==> config.mk <==
export PLATFORM = sky130hd
export DESIGN_NAME = base32_stream_decoder
export DESIGN_NICKNAME = d
export VERILOG_FILES = /design/src/rtl/core/b32d_pkg.sv /design/src/rtl/core/b32d_front.sv /design/src/rtl/core/b32d_queue.sv /design/src/rtl/core/b32d_back.sv /design/src/rtl/core/base32_stream_decoder.sv
export SDC_FILE = /design/constraint.sdc
export NUM_CORES = 1
export LEC_CHECK = 0
export CAP_MARGIN = 20
export CORE_ASPECT_RATIO = 1.5
export CORE_MARGIN = 10
export CORE_UTILIZATION = 60
export CTS_BUF_LIST = sky130_fd_sc_hd__clkbuf_4 sky130_fd_sc_hd__clkbuf_8
export DETAILED_ROUTE_END_ITERATION = 8
export DONT_BUFFER_PORTS = 1
export PLACE_DENSITY = 0.76
export SYNTH_ARGS = -nofsm -noshare
export SYNTH_HDL_FRONTEND = slang
export SYNTH_SLANG_ARGS = --single-unit
==> constraint.sdc <==
create_clock -name clk -period 2.4 [get_ports clk]
set_input_delay 0.6 -clock clk [delete_from_list [all_inputs] [get_ports clk]]
set_output_delay 0.6 -clock clk [all_outputs]
set_load 0.005 [all_outputs]
==> src/rtl/core/b32d_pkg.sv <==
package b32d_pkg;

    localparam int CharW  = 8;
    localparam int SymW   = 5;
    localparam int CountW = 13;
    localparam int StatW  = 2;
    localparam int BufW   = 12;
    localparam int HeldW  = 4;

    localparam logic [StatW-1:0] ST_OK       = 2'd0;
    localparam logic [StatW-1:0] ST_BADCHAR  = 2'd1;
    localparam logic [StatW-1:0] ST_CAPACITY = 2'd2;

    localparam logic [CountW-1:0] CapReset = 13'd64;

    localparam logic [CharW-1:0] ChEnd   = 8'h00;
    localparam logic [CharW-1:0] ChPad   = 8'h3D; // '='
    localparam logic [CharW-1:0] ChDash  = 8'h2D; // '-'
    localparam logic [CharW-1:0] ChSpace = 8'h20; // ' '
    localparam logic [CharW-1:0] ChUpA   = 8'h41;
    localparam logic [CharW-1:0] ChUpZ   = 8'h5A;
    localparam logic [CharW-1:0] ChLoA   = 8'h61;
    localparam logic [CharW-1:0] ChLoZ   = 8'h7A;
    localparam logic [CharW-1:0] ChTwo   = 8'h32;
    localparam logic [CharW-1:0] ChSeven = 8'h37;
    localparam logic [SymW-1:0]  DigitBase = 5'd26;

    localparam logic [HeldW-1:0] HeldStep = 4'd5;
    localparam logic [HeldW-1:0] ByteBits = 4'd8;

    typedef enum logic [1:0] {
        CLS_SYM,
        CLS_SKIP,
        CLS_BAD,
        CLS_END
    } char_cls_t;

    typedef struct packed {
        char_cls_t       cls;
        logic [SymW-1:0] sym;
    } cls_beat_t;

endpackage

==> src/rtl/core/b32d_front.sv <==
module b32d_front (
    input  logic [b32d_pkg::CharW-1:0] char_code,
    output b32d_pkg::cls_beat_t        beat
);
    import b32d_pkg::*;

    logic [CharW-1:0] up_off;
    logic [CharW-1:0] lo_off;
    logic [CharW-1:0] dg_off;

    assign up_off = char_code - ChUpA;
    assign lo_off = char_code - ChLoA;
    assign dg_off = char_code - ChTwo;

    // map one character onto its class and 5-bit symbol value
    always_comb
    begin
        beat.cls = CLS_BAD;
        beat.sym = '0;
        if (char_code == ChEnd)
        begin
            beat.cls = CLS_END;
        end
        else if (char_code == ChPad || char_code == ChDash || char_code == ChSpace)
        begin
            beat.cls = CLS_SKIP;
        end
        else if (char_code >= ChUpA && char_code <= ChUpZ)
        begin
            beat.cls = CLS_SYM;
            beat.sym = up_off[SymW-1:0];
        end
        else if (char_code >= ChLoA && char_code <= ChLoZ)
        begin
            beat.cls = CLS_SYM;
            beat.sym = lo_off[SymW-1:0];
        end
        else if (char_code >= ChTwo && char_code <= ChSeven)
        begin
            beat.cls = CLS_SYM;
            beat.sym = DigitBase + dg_off[SymW-1:0];
        end
    end

endmodule

==> src/rtl/core/b32d_queue.sv <==
module b32d_queue #(
    parameter int DEPTH = 2
) (
    input  logic                clk,
    input  logic                rst_n,
    input  logic                push_valid,
    output logic                push_ready,
    input  b32d_pkg::cls_beat_t push_beat,
    output logic                pop_valid,
    input  logic                pop_ready,
    output b32d_pkg::cls_beat_t pop_beat
);
    import b32d_pkg::*;

    localparam int PtrW = (DEPTH > 1) ? $clog2(DEPTH) : 1;
    localparam int CntW = $clog2(DEPTH + 1);
    localparam logic [PtrW-1:0] LastPtr = PtrW'(DEPTH - 1);
    localparam logic [CntW-1:0] FullCnt = CntW'(DEPTH);

    cls_beat_t        slot_reg [DEPTH];
    logic [PtrW-1:0]  wr_ptr_reg, wr_ptr_next;
    logic [PtrW-1:0]  rd_ptr_reg, rd_ptr_next;
    logic [CntW-1:0]  count_reg, count_next;
    logic             do_push, do_pop;

    assign push_ready = (count_reg != FullCnt);
    assign pop_valid  = (count_reg != '0);
    assign pop_beat   = slot_reg[rd_ptr_reg];
    assign do_push    = push_valid && push_ready;
    assign do_pop     = pop_valid && pop_ready;

    always_comb
    begin
        wr_ptr_next = wr_ptr_reg;
        rd_ptr_next = rd_ptr_reg;
        count_next  = count_reg;
        if (do_push)
        begin
            wr_ptr_next = (wr_ptr_reg == LastPtr) ? '0 : wr_ptr_reg + 1'b1;
        end
        if (do_pop)
        begin
            rd_ptr_next = (rd_ptr_reg == LastPtr) ? '0 : rd_ptr_reg + 1'b1;
        end
        if (do_push && !do_pop)
        begin
            count_next = count_reg + 1'b1;
        end
        else if (do_pop && !do_push)
        begin
            count_next = count_reg - 1'b1;
        end
    end

    always_ff @(posedge clk or negedge rst_n)
    begin
        if (!rst_n)
        begin
            wr_ptr_reg <= '0;
            rd_ptr_reg <= '0;
            count_reg  <= '0;
        end
        else
        begin
            wr_ptr_reg <= wr_ptr_next;
            rd_ptr_reg <= rd_ptr_next;
            count_reg  <= count_next;
        end
    end

    always_ff @(posedge clk)
    begin
        if (do_push)
        begin
            slot_reg[wr_ptr_reg] <= push_beat;
        end
    end

`ifndef SYNTHESIS
    // fill level never passes the depth
    a_count_bound: assert property (@(posedge clk) disable iff (!rst_n)
        count_reg <= FullCnt)
        else $error("queue fill level out of range");

    // pointers agree with the fill level when empty
    a_empty_ptrs: assert property (@(posedge clk) disable iff (!rst_n)
        (count_reg == '0) |-> (wr_ptr_reg == rd_ptr_reg))
        else $error("queue pointers disagree while empty");
`endif

endmodule

==> src/rtl/core/b32d_back.sv <==
module b32d_back (
    input  logic                         clk,
    input  logic                         rst_n,
    input  logic                         cfg_wr_en,
    input  logic [b32d_pkg::CountW-1:0]  cfg_wr_data,
    input  logic                         beat_valid,
    output logic                         beat_ready,
    input  b32d_pkg::cls_beat_t          beat,
    output logic                         out_valid,
    input  logic                         out_ready,
    output logic                         byte_valid,
    output logic [7:0]                   data_byte,
    output logic                         string_done,
    output logic [b32d_pkg::StatW-1:0]   status,
    output logic [b32d_pkg::CountW-1:0]  byte_count
);
    import b32d_pkg::*;

    logic [CountW-1:0] cap_reg;
    logic [BufW-1:0]   buf_reg, buf_next;
    logic [HeldW-1:0]  held_reg, held_next;
    logic [CountW-1:0] cnt_reg, cnt_next;
    logic [StatW-1:0]  err_reg, err_next;

    logic              out_valid_reg;
    logic              bv_reg, bv_next;
    logic [7:0]        data_reg, data_next;
    logic              done_reg, done_next;
    logic [StatW-1:0]  stat_reg, stat_next;
    logic [CountW-1:0] bc_reg, bc_next;

    logic              take;
    logic [BufW-1:0]   shifted;
    logic [BufW-1:0]   aligned;
    logic [HeldW-1:0]  held_add;

    assign beat_ready = !out_valid_reg || out_ready;
    assign take       = beat_valid && beat_ready;
    assign shifted    = {buf_reg[BufW-SymW-1:0], beat.sym};
    assign held_add   = held_reg + HeldStep;
    assign aligned    = shifted >> (held_add - ByteBits);

    always_comb
    begin
        buf_next  = buf_reg;
        held_next = held_reg;
        cnt_next  = cnt_reg;
        err_next  = err_reg;
        bv_next   = 1'b0;
        data_next = '0;
        done_next = 1'b0;
        priority if (beat.cls == CLS_END)
        begin
            done_next = 1'b1;
        end
        else if (err_reg != ST_OK || beat.cls == CLS_SKIP)
        begin
            // latched error or skipped character: state kept
        end
        else if (beat.cls == CLS_BAD)
        begin
            err_next = ST_BADCHAR;
        end
        else
        begin
            buf_next  = shifted;
            held_next = held_add;
            if (held_add >= ByteBits)
            begin
                if (cnt_reg >= cap_reg)
                begin
                    err_next = ST_CAPACITY;
                end
                else
                begin
                    // 8 to 12 bits held: oldest byte sits at offset held-8
                    data_next = aligned[7:0];
                    bv_next   = 1'b1;
                    cnt_next  = cnt_reg + 1'b1;
                    held_next = held_add - ByteBits;
                end
            end
        end
        stat_next = err_next;
        bc_next   = cnt_next;
        if (done_next)
        begin
            buf_next  = '0;
            held_next = '0;
            cnt_next  = '0;
            err_next  = ST_OK;
        end
    end

    always_ff @(posedge clk or negedge rst_n)
    begin
        if (!rst_n)
        begin
            cap_reg       <= CapReset;
            buf_reg       <= '0;
            held_reg      <= '0;
            cnt_reg       <= '0;
            err_reg       <= ST_OK;
            out_valid_reg <= 1'b0;
        end
        else
        begin
            if (cfg_wr_en)
            begin
                cap_reg <= cfg_wr_data;
            end
            if (take)
            begin
                buf_reg  <= buf_next;
                held_reg <= held_next;
                cnt_reg  <= cnt_next;
                err_reg  <= err_next;
            end
            if (beat_ready)
            begin
                out_valid_reg <= beat_valid;
            end
        end
    end

    always_ff @(posedge clk)
    begin
        if (take)
        begin
            bv_reg   <= bv_next;
            data_reg <= data_next;
            done_reg <= done_next;
            stat_reg <= stat_next;
            bc_reg   <= bc_next;
        end
    end

    assign out_valid   = out_valid_reg;
    assign byte_valid  = bv_reg;
    assign data_byte   = data_reg;
    assign string_done = done_reg;
    assign status      = stat_reg;
    assign byte_count  = bc_reg;

`ifndef SYNTHESIS
    // a byte only comes out while no error is latched
    a_byte_ok: assert property (@(posedge clk) disable iff (!rst_n)
        (out_valid_reg && bv_reg) |-> (stat_reg == ST_OK))
        else $error("byte emitted with error status");

    // end of string never carries a byte
    a_done_nobyte: assert property (@(posedge clk) disable iff (!rst_n)
        (out_valid_reg && done_reg) |-> !bv_reg)
        else $error("end of string beat carries a byte");

    // without an error the buffer never holds a full byte between beats
    a_held_bound: assert property (@(posedge clk) disable iff (!rst_n)
        (err_reg == ST_OK) |-> (held_reg < ByteBits))
        else $error("bit buffer overfilled without error");

    // after an end of string beat the string state is clear
    a_clear: assert property (@(posedge clk) disable iff (!rst_n)
        (take && beat.cls == CLS_END) |=> (cnt_reg == '0 && err_reg == ST_OK
                                           && held_reg == '0))
        else $error("string state not cleared");
`endif

endmodule

==> src/rtl/core/base32_stream_decoder.sv <==
// base32 stream decoder, one character per input beat
//
// input channel: char_code with in_valid / in_ready. letters of either case
// and digits 2..7 each add five bits; '=', '-' and space are skipped; code 0
// ends the string. every accepted beat gives exactly one output beat.
// output channel: byte_valid, data_byte, string_done, status, byte_count with
// out_valid / out_ready. status 0 ok, 1 bad character, 2 capacity exceeded;
// the first error latches until the end-of-string beat, which reports the
// final status and count and clears the string state.
// config: cfg_wr_en / cfg_wr_data load out_capacity; the user must write it
// only while the block is idle, which the block itself does not enforce.
// path: a taken beat waits in the queue, then the back stage registers it.
// throughput: one beat per cycle while out_ready is high; the classifier, a
// small queue and the bit-buffer stage each take a beat every cycle.
// stall: when out_ready is low the output register holds, the queue fills,
// and in_ready drops once the queue is full.
// reset: out_capacity returns to 64, buffer, count and error clear, both
// queue and output register empty.
module base32_stream_decoder #(
    parameter int QUEUE_DEPTH = 2
) (
    input  logic                         clk,
    input  logic                         rst_n,
    input  logic                         cfg_wr_en,
    input  logic [b32d_pkg::CountW-1:0]  cfg_wr_data,
    input  logic                         in_valid,
    output logic                         in_ready,
    input  logic [b32d_pkg::CharW-1:0]   char_code,
    output logic                         out_valid,
    input  logic                         out_ready,
    output logic                         byte_valid,
    output logic [7:0]                   data_byte,
    output logic                         string_done,
    output logic [b32d_pkg::StatW-1:0]   status,
    output logic [b32d_pkg::CountW-1:0]  byte_count
);
    import b32d_pkg::*;

    cls_beat_t front_beat;
    cls_beat_t head_beat;
    logic      head_valid;
    logic      head_ready;

    // front: character classification
    b32d_front u_front (
        .char_code (char_code),
        .beat      (front_beat)
    );

    // decouples classification from the bit-buffer stage
    b32d_queue #(
        .DEPTH (QUEUE_DEPTH)
    ) u_queue (
        .clk        (clk),
        .rst_n      (rst_n),
        .push_valid (in_valid),
        .push_ready (in_ready),
        .push_beat  (front_beat),
        .pop_valid  (head_valid),
        .pop_ready  (head_ready),
        .pop_beat   (head_beat)
    );

    // back: bit buffer, byte count, error latch and output register
    b32d_back u_back (
        .clk         (clk),
        .rst_n       (rst_n),
        .cfg_wr_en   (cfg_wr_en),
        .cfg_wr_data (cfg_wr_data),
        .beat_valid  (head_valid),
        .beat_ready  (head_ready),
        .beat        (head_beat),
        .out_valid   (out_valid),
        .out_ready   (out_ready),
        .byte_valid  (byte_valid),
        .data_byte   (data_byte),
        .string_done (string_done),
        .status      (status),
        .byte_count  (byte_count)
    );

endmodule
==> flow_metrics.env, run 1 <==
export IMPL_status="completed"
export IMPL_worstReg2RegStart="u_back.cap_reg[6]$_DFFE_PN1P_"
export IMPL_grt_max_degree=44
export IMPL_pre_cts_slack_ps=14.9
export IMPL_diodes=0
export IMPL_root_buffer="clkbuf_8"
export IMPL_p_per_area_nw_per_um2=1170
export IMPL_area_growth_pct=10.4
export IMPL_cts_tree="built"
export IMPL_nFillCells=557
export IMPL_leakage_uw=0.00206
export IMPL_drv_cap=0
export IMPL_cts_htree_levels=3
export IMPL_grt_total_usage_pct=17.6
export IMPL_start_kind="register"
export IMPL_finalPower_uw=6010
export IMPL_netlist_instances=440
export IMPL_max_stage_delay_ps=520
export IMPL_ir_drop_v=0.000938
export IMPL_most_common_layout_cells="43 x dfrtp_1, 41 x nand2_1, 39 x edfxtp_1"
export IMPL_gp_congestion=0.869
export IMPL_synth_cell_types=59
export IMPL_antenna_found_initial=0
export IMPL_num_nets_final=497
export IMPL_drcViolationCount=0
export IMPL_slew_violations=0
export IMPL_post_route_cells_drive_above_1_share_pct=16.0
export IMPL_clock_sinks=83
export IMPL_period_share_pct=95.6
export IMPL_rsz0062_at_grt="true"
export IMPL_synth_main_ff_cell="dfrtp_1"
export IMPL_endpoint_kind="register"
export IMPL_path_buf_inv=1
export IMPL_hold_viol_final=0
export IMPL_die_w_um=91.8
export IMPL_numCtsBuffers=9
export IMPL_first_global_vias=3411
export IMPL_io_buffer_count=0
export IMPL_core_area_um2=7560
export IMPL_synth_top_cell_area_share_pct=25.2
export IMPL_crit_required_ps=2510
export IMPL_finalWirelength_um=10100
export IMPL_max_clock_freq_ghz=0.436
export IMPL_crit_path_top_delay_cell="dfstp_2"
export IMPL_crit_path_start="u_back.cap_reg[6]$_DFFE_PN1P_"
export IMPL_setup_viol=0
export IMPL_synth_top_area_cell="edfxtp_1"
export IMPL_relSlewSlack_pct=58.7
export IMPL_dieArea_um2=11700
export IMPL_io_pins=53
export IMPL_dr_pass1_iters=6
export IMPL_hold_slack_ps=81.6
export IMPL_clk_pin_slew_ps=80
export IMPL_grt_first_pass_wirelength_um=16800
export IMPL_tightestPinTransition_ps=620
export IMPL_min_period_ps=2300
export IMPL_vias_per_cell=6.18
export IMPL_grt_remaining_overflow=0
export IMPL_syn_nets=486
export IMPL_synth_edf_count=39
export IMPL_ant_nets=0
export IMPL_start_util_pct=61.3
export IMPL_post_route_worst_setup_slack_ps=105
export IMPL_min_path_type="in -> async"
export IMPL_routedWlPerCell_um=18.1
export IMPL_worstSetupPathType="reg -> reg"
export IMPL_drt_iter0_markers=297
export IMPL_synth_area_um2=4640
export IMPL_die_h_um=128
export IMPL_skew_ps=11.2
export IMPL_synth_seq_area_share_pct=49.0
export IMPL_row_count=39
export IMPL_cp_depth=7
export IMPL_synthArstFlopShare_pct=53.0
export IMPL_final_cell_area_um2=5120
export IMPL_syn_area_per_cell_um2=10.5
export IMPL_worstPathCellList="inv_1, ha_1, a21oi_1, nor3_1, or3_4, or3_1, xnor2_1"
export IMPL_hpwl_um=7310
export IMPL_vias=3447
export IMPL_ys_warn_count=0
export IMPL_critical_path_top_delay_family="simple AND/OR/NAND/NOR gates"
export IMPL_largest_register_ffs=14
export IMPL_reg2regPathDepth=7
export IMPL_cts_path_max_buffers=2
export IMPL_clkLatencyLatePin_ps=350
export IMPL_cp_arrival_ps=2400
export IMPL_ys_seq_elements=83
export IMPL_final_common_cell="dfrtp_1"
export IMPL_place_area_um2=4850
export IMPL_ys_top_cells_by_area="edfxtp_1 25%, dfrtp_1 23%, ha_1 5.4%, mux2i_1 3.9%, nand2_1 3.4%"
export IMPL_cp_max_fo=5
==> final timing paths <==
check,end,slack (ps)
worst min-delay path,u_back.cap_reg[6]$_DFFE_PN1P_,80
worst min register to register,u_queue.wr_ptr_reg$_DFFE_PN0P_,490
worst max-delay path,u_back.byte_count[7]$_DFFE_PP_,100
min in group clk,u_back.cap_reg[6]$_DFFE_PN1P_,300
worst max register to register,u_back.byte_count[7]$_DFFE_PP_,100
max in group asynchronous,u_queue.wr_ptr_reg$_DFFE_PN0P_,2090
==> power by group <==
| group | switching [µW] | leakage, µW | internal [µW] |
|---|---|---|---|
| logic | 1530 | 0.00104 | 1050 |
| registers | 339 | 0.000903 | 2020 |
| clock network | 469 | 0.000114 | 589 |
| total | 2340 | 0.00206 | 3660 |
==> metrics by stage <==
stage          cells  utilization, %  TNS, ps
2_1_floorplan    440               -    -21.3
3_3_place_gp     541            64.1        0
3_5_place_dp     541            64.1        0
4_1_cts          558            67.2        0
5_1_grt          558            67.7    -42.6
6_report         558            67.7        0
==> area by class of cell <==
cell class | count | area [µm²] | area share (%)
well taps | 102 | 128 | 2.49
multi-input cells | 305 | 2190 | 42.8
clock inverters | 2 | 35.0 | 0.684
clock buffers | 14 | 180 | 3.52
inverters | 25 | 95.1 | 1.86
flip-flops and latches | 83 | 2270 | 44.4
repair buffers | 27 | 219 | 4.27
==> cells in the mapped netlist (all sizes together), types with 7 or more instances <==
master	count
xor2	8
xnor2	12
ha	20
nand2	42
dfrtp	43
edfxtp	39
nand3	20
inv	24
nand3b	7
mux2i	18
nor2	25
a32oi	7
o21ai	31
buf	8
a211oi	7
clkbuf	19
a21oi	17
nor3	14
nor4	7
==> metal layers <==
metal	track usage, %	vias to the layer above	wire (µm)
li1	-	1641	-
met1	19.9	1678	4030
met2	30.6	114	5350
met3	4.51	14	514
met4	7.38	0	184
met5	0	-	0
==> logic make-up after synthesis <==
group,count (synthesis),synth area share (%)
AOI/OAI and AO/OA,91,13.5
muxes,28,7.36
buffers and inverters,52,4.59
and+or+nand+nor,146,16.3
DFF,83,49.0
adders and majority gates,20,5.40
xor gates and xnor gates,20,3.78
==> worst reg2reg max path: cells and delay by family (launching register included) <==
family / cells / cell delay (ps)
AO/OA/AOI/OAI: 1 / 150
AND/OR/NAND/NOR: 3 / 910
XOR/XNOR: 1 / 150
adder cells (fa/ha/maj): 1 / 290
flip-flops: 1 / 520
buffers and inverters: 1 / 40
==> timing repair <==
item                       4_1_cts  5_1_grt
hold endpoints to repair        43        0
hold buffers                     1        0
setup endpoints to repair        0       12
gates resized for setup          0        8
setup buffers                    0        0
Power figures use the tool's default switching activity.
==> run 2, diff against run 1 <==
--- a/config.mk
+++ b/config.mk
@@ -9,7 +9,7 @@
 export CORE_ASPECT_RATIO = 1.5
 export CORE_MARGIN = 10
 export CORE_UTILIZATION = 60
-export CTS_BUF_LIST = sky130_fd_sc_hd__clkbuf_4 sky130_fd_sc_hd__clkbuf_8
+export CTS_BUF_LIST = sky130_fd_sc_hd__clkbuf_8
 export DETAILED_ROUTE_END_ITERATION = 8
 export DONT_BUFFER_PORTS = 1
 export PLACE_DENSITY = 0.76
==> constraint.sdc (replaced) <==
create_clock -name clk -period 2.4 [get_ports clk]
set_input_delay 0.48 -clock clk [delete_from_list [all_inputs] [get_ports clk]]
set_output_delay 0.48 -clock clk [all_outputs]
set_load 0.1 [all_outputs]
==> flow_metrics.env, run 2 (same netlist as run 1, synthesis figures left out) <==
export IMPL_min_to="u_back.cap_reg[6]$_DFFE_PN1P_"
export IMPL_r2r_slack_ps=70
export IMPL_drcViolationCount=0
export IMPL_gp_congestion=0.883
export IMPL_max_clock_freq_ghz=0.428
export IMPL_finalWirelength_um=9850
export IMPL_min_period_ps=2330
export IMPL_routedWlPerCell_um=16.8
export IMPL_setup_tns_ps=0
export IMPL_reg2regPathDepth=7
export IMPL_clk_pin_slew_ps=80
export IMPL_first_global_vias=3512
export IMPL_leakage_uw=0.00216
export IMPL_relSlewSlack_pct=59.6
export IMPL_drv_cap=0
export IMPL_dieArea_um2=11700
export IMPL_grt_remaining_overflow=0
export IMPL_largest_register_ffs=14
export IMPL_worstReg2RegStart="u_back.cnt_reg[12]$_DFFE_PN0P_"
export IMPL_tightestPinTransition_ps=603
export IMPL_post_route_cells_drive_above_1_share_pct=19.9
export IMPL_cts_path_max_buffers=2
export IMPL_num_nets_final=524
export IMPL_path_buf_inv=1
export IMPL_diodes=0
export IMPL_area_growth_pct=13.7
export IMPL_nFillCells=548
export IMPL_most_common_layout_cells="52 x buf_4, 42 x nand2_1, 42 x dfrtp_1"
export IMPL_endpoint_kind="register"
export IMPL_cts_setup_buffers=0
export IMPL_crit_required_ps=2640
export IMPL_status="completed"
export IMPL_core_area_um2=7560
export IMPL_min_from="cfg_wr_en"
export IMPL_pre_cts_slack_ps=-5.17
export IMPL_multi_input_area_um2=2170
export IMPL_io_pins=53
export IMPL_row_count=39
export IMPL_antenna_found_initial=0
export IMPL_dr_pass1_iters=4
export IMPL_grt_first_pass_wirelength_um=16500
export IMPL_slew_violations=0
export IMPL_clkLatencyLatePin_ps=360
export IMPL_vias=3500
export IMPL_period_share_pct=97.3
export IMPL_start_util_pct=61.3
export IMPL_die_w_um=91.8
export IMPL_crit_path_top_delay_cell="dfrtp_1"
export IMPL_worstPathCellList="ha_1, nand4_1, a211o_1, o311a_1, buf_4, a32o_1, a31o_2"
export IMPL_max_stage_delay_ps=450
export IMPL_cp_arrival_ps=2580
export IMPL_finalPower_uw=7220
export IMPL_rsz0062_at_grt="false"
export IMPL_cts_tree="built"
export IMPL_drt_iter0_markers=218
export IMPL_root_buffer="clkbuf_8"
export IMPL_hpwl_um=7380
export IMPL_skew_ps=10.9
export IMPL_min_path_type="in -> reg"
export IMPL_worstSetupPathType="reg -> reg"
export IMPL_clock_sinks=83
export IMPL_cp_max_fo=9
export IMPL_setup_viol=0
export IMPL_grt_total_usage_pct=17.2
export IMPL_ant_nets=0
export IMPL_p_per_area_nw_per_um2=1370
export IMPL_io_buffer_count=0
export IMPL_ir_drop_v=0.000945
export IMPL_final_common_cell="buf_4"
export IMPL_die_h_um=128
export IMPL_vias_per_cell=5.98
export IMPL_cts_htree_levels=3
export IMPL_hold_viol_final=0
export IMPL_grt_max_degree=45
export IMPL_post_route_worst_setup_slack_ps=65.9
export IMPL_r2r_end="u_back.cnt_reg[3]$_DFFE_PN0P_"
export IMPL_numCtsBuffers=9
export IMPL_start_kind="register"
export IMPL_hold_depth=1
export IMPL_layout_area_seq_um2=2280
export IMPL_critical_path_top_delay_family="compound AO/OA/AOI/OAI gates"
==> run 2: changes by cell type in the layout (fill, tap and decap cells not counted), sizes merged <==
cell         change
clkinvlp         +1
dlygate4sd3      +1
buf             +26
bufinv           -1
clkbuf           -5
inv              +3
clkinv           +2
==> run 2: what timing repair did <==
item / in CTS / in global routing
gates resized for setup: 2 / 1
endpoints found under the setup margin: 2 / 9
hold buffers: 2 / 0
pin swaps: 0 / 0
hold endpoints to repair: 44 / 0
==> run 2: routing by layer <==
metal	wire length [µm]	share of wire, %	up-vias	track usage, %
met4	218	2.2	0	7.01
li1	-	-	1686	-
met1	3890	39	1706	17.7
met2	5330	54	88	32.2
met5	0	0	-	0
met3	414	4.2	20	4.16
==> run 2: stage by stage <==
step / hold slack (ps) / utilization, % / cell area (µm²) / instances
after floorplan: 184 / - / 4640 / 440
after global placement: 186 / 66.7 / 5050 / 567
after detailed placement: 188 / 66.7 / 5050 / 567
after CTS: 169 / 69.7 / 5270 / 585
after global routing: 185 / 69.7 / 5270 / 585
final: 185 / 69.7 / 5270 / 585
==> run 2: layout make-up <==
type | instances | share of cell area (%)
sequential | 83 | 43.2
clock inverter | 7 | 0.973
clock buffer | 9 | 2.35
timing repair buffer | 54 | 8.11
tap | 102 | 2.42
inverter | 25 | 1.80
multi-input combinational | 305 | 41.2
==> run 2: worst max path at each step <==
| stage | startpoint | to | cells past startpoint |
|---|---|---|---|
| 2_1_floorplan | u_back.out_valid$_DFFE_PN0N_ | u_queue.count_reg[1]$_DFFE_PN0P_ | 9 |
| 3_3_place_gp | u_back.cnt_reg[10]$_DFFE_PN0P_ | u_back.byte_count[7]$_DFFE_PP_ | 6 |
| 3_5_place_dp | u_back.cnt_reg[10]$_DFFE_PN0P_ | u_back.cnt_reg[7]$_DFFE_PN0P_ | 7 |
| 4_1_cts | u_back.cnt_reg[10]$_DFFE_PN0P_ | u_back.cnt_reg[7]$_DFFE_PN0P_ | 7 |
| 5_1_grt | u_back.cnt_reg[12]$_DFFE_PN0P_ | u_back.cnt_reg[3]$_DFFE_PN0P_ | 7 |
| 6_report | u_back.cnt_reg[12]$_DFFE_PN0P_ | u_back.cnt_reg[3]$_DFFE_PN0P_ | 7 |
==> run 2: worst register-to-register path, stage by stage (launching register included) <==
cell     delay, ps
dfrtp_1        450
ha_1           320
nand4_1        160
a211o_1        330
o311a_1        340
buf_4          180
a32o_1         240
a31o_2         210
==> run 2: power by group <==
group / total, µW / switching [µW] / internal, µW
clock network: 908 / 526 / 382
registers: 2370 / 345 / 2020
logic: 3950 / 2710 / 1240
total: 7220 / 3580 / 3640
==> run 3, diff against run 2 <==
--- a/config.mk
+++ b/config.mk
@@ -12,7 +12,9 @@
 export CTS_BUF_LIST = sky130_fd_sc_hd__clkbuf_8
 export DETAILED_ROUTE_END_ITERATION = 8
 export DONT_BUFFER_PORTS = 1
+export GPL_TIMING_DRIVEN = 0
 export PLACE_DENSITY = 0.76
+export SLEW_MARGIN = 10
 export SYNTH_ARGS = -nofsm -noshare
 export SYNTH_HDL_FRONTEND = slang
 export SYNTH_SLANG_ARGS = --single-unit
==> flow_metrics.env, run 3 (same netlist as run 1, synthesis figures left out) <==
export IMPL_largest_register_ffs=14
export IMPL_cts_path_max_buffers=2
export IMPL_final_common_cell="nand2_1"
export IMPL_grt_max_degree=45
export IMPL_status="complete, but fails checks"
export IMPL_cts_htree_levels=3
export IMPL_drcViolationCount=0
export IMPL_grt_remaining_overflow=0
export IMPL_gp_congestion=0.909
export IMPL_combPwrFrac_pct=37.4
export IMPL_final_cell_area_um2=5300
export IMPL_pwr_share_seq_pct=47.3
export IMPL_clk_pin_slew_ps=90
export IMPL_violations="setup timing"
export IMPL_diodes=0
export IMPL_row_count=39
export IMPL_num_nets_final=514
export IMPL_leakage_uw=0.00213
export IMPL_endpoint_kind="register"
export IMPL_most_common_layout_cells="41 x nand2_1, 39 x edfxtp_1, 36 x dfrtp_1"
export IMPL_finalWirelength_um=10900
export IMPL_p_per_area_nw_per_um2=1410
export IMPL_cp_max_fo=10
export IMPL_ir_drop_v=0.000806
export IMPL_die_w_um=91.8
export IMPL_hpwl_um=7470
export IMPL_min_period_ps=2400
export IMPL_max_clock_freq_ghz=0.416
export IMPL_worstSetupPathType="reg -> reg"
export IMPL_cp_arrival_ps=2530
export IMPL_r2r_end="u_back.byte_count[1]$_DFFE_PP_"
export IMPL_first_global_vias=3626
export IMPL_period_share_pct=100
export IMPL_rsz0062_at_grt="true"
export IMPL_min_to="u_back.cap_reg[12]$_DFFE_PN0P_"
export IMPL_vias_per_cell=6.19
export IMPL_worstReg2RegStart="u_back.cnt_reg[10]$_DFFE_PN0P_"
export IMPL_grt_first_pass_wirelength_um=17800
export IMPL_tightestPinTransition_ps=932
export IMPL_routedWlPerCell_um=18.9
export IMPL_r2r_slack_ps=-5
export IMPL_antenna_found_initial=0
export IMPL_setup_viol=1
export IMPL_clock_sinks=83
export IMPL_vias=3558
export IMPL_drt_iter0_markers=291
export IMPL_dr_pass1_iters=5
export IMPL_post_route_worst_setup_slack_ps=-4.80
export IMPL_reg2regPathDepth=7
export IMPL_crit_required_ps=2520
export IMPL_hold_depth=2
export IMPL_io_buffer_count=0
export IMPL_post_route_cells_drive_above_1_share_pct=18.6
export IMPL_min_from="cfg_wr_data[12]"
export IMPL_root_buffer="clkbuf_8"
export IMPL_stdcell_count=575
export IMPL_setup_tns_ps=-4.80
export IMPL_intPower_uw=3740
export IMPL_hold_viol_final=0
export IMPL_ant_nets=0
export IMPL_numCtsBuffers=9
export IMPL_drv_cap=0
export IMPL_start_kind="register"
export IMPL_slew_violations=0
export IMPL_place_area_um2=4770
export IMPL_clockPowerShare_pct=15.3
export IMPL_skew_ps=9.69
export IMPL_netSwitchingPower_uw=3730
export IMPL_dieArea_um2=11700
export IMPL_dp_cells=542
export IMPL_grt_total_usage_pct=18.9
export IMPL_swShare_pct=49.9
export IMPL_cts_tree="built"
export IMPL_min_path_type="in -> reg"
export IMPL_finalPower_uw=7480
export IMPL_die_h_um=128
export IMPL_start_util_pct=61.3
export IMPL_io_pins=53
export IMPL_clkLatencyLatePin_ps=370
export IMPL_area_growth_pct=14.2
export IMPL_core_area_um2=7560
export IMPL_relSlewSlack_pct=38.0
-- run 3: worst max path at each step --
| stage | from | slack (ps) | to | cells after the start |
|---|---|---|---|---|
| after floorplan | u_back.out_valid$_DFFE_PN0N_ | 2 | u_queue.count_reg[1]$_DFFE_PN0P_ | 9 |
| after global placement | u_back.out_valid$_DFFE_PN0N_ | -600 | u_queue.count_reg[1]$_DFFE_PN0P_ | 9 |
| after detailed placement | u_back.out_valid$_DFFE_PN0N_ | -640 | u_queue.count_reg[1]$_DFFE_PN0P_ | 8 |
| after CTS | u_back.out_valid$_DFFE_PN0N_ | -110 | u_back.buf_reg[0]$_DFFE_PN0P_ | 6 |
| after global routing | u_back.cnt_reg[10]$_DFFE_PN0P_ | -20 | u_back.byte_count[1]$_DFFE_PP_ | 7 |
| final | u_back.cnt_reg[10]$_DFFE_PN0P_ | -5 | u_back.byte_count[1]$_DFFE_PP_ | 7 |
-- run 3: timing repair --
action / CTS / global route
pin swaps: 7 / 3
resized for setup: 26 / 25
hold buffers: 2 / 0
hold endpoints to repair: 44 / 0
endpoints found under the setup margin: 57 / 38
setup buffers: 8 / 7
-- run 3: area by class of cell --
type / instances / area (µm²)
clock buffers: 9 / 124
plain buffers: 27 / 148
multi-input cells: 305 / 2260
well taps: 102 / 128
repair buffers: 17 / 154
fillers: 555 / 2260
clock inverters: 7 / 101
flip-flops and latches: 83 / 2280
inverters: 25 / 96.3
-- run 3: critical path, cell delays in order (launching register included) --
cell     delay (ps)
dfrtp_2         450
ha_4            280
nand4_1         150
a211o_1         350
o311a_1         310
buf_4           180
nand2_2         100
mux2_2          340
-- run 3: power by group through the flow --
stage | logic, µW | clock network, µW | registers [µW]
6_report | 2800 | 1140 | 3540
5_1_grt | 3060 | 1210 | 3590
4_1_cts | 2580 | 1150 | 3540
3_5_place_dp | 2390 | 0 | 3590
3_3_place_gp | 2310 | 0 | 3570
2_1_floorplan | 1900 | 0 | 3460
-- run 3: routing by layer --
metal  wire (µm)  share of wire, %  vias up  track usage (%)
met2        6080                56      113             34.9
li1            -                 -     1674                -
met1        4070                37     1752             19.8
met3         478               4.4       19             4.16
met4         226               2.1        0             8.56
met5           0                 0        -                0
-- run 3: stage by stage --
stage | setup slack [ps] | hold slack (ps) | utilization (%)
final | -4.80 | 227 | 70.1
after detailed placement | -644 | 188 | 63.1
after global placement | -601 | 188 | 63.1
after global routing | -18.7 | 229 | 70.1
after floorplan | 2.01 | 184 | -
after CTS | -109 | 214 | 68.4
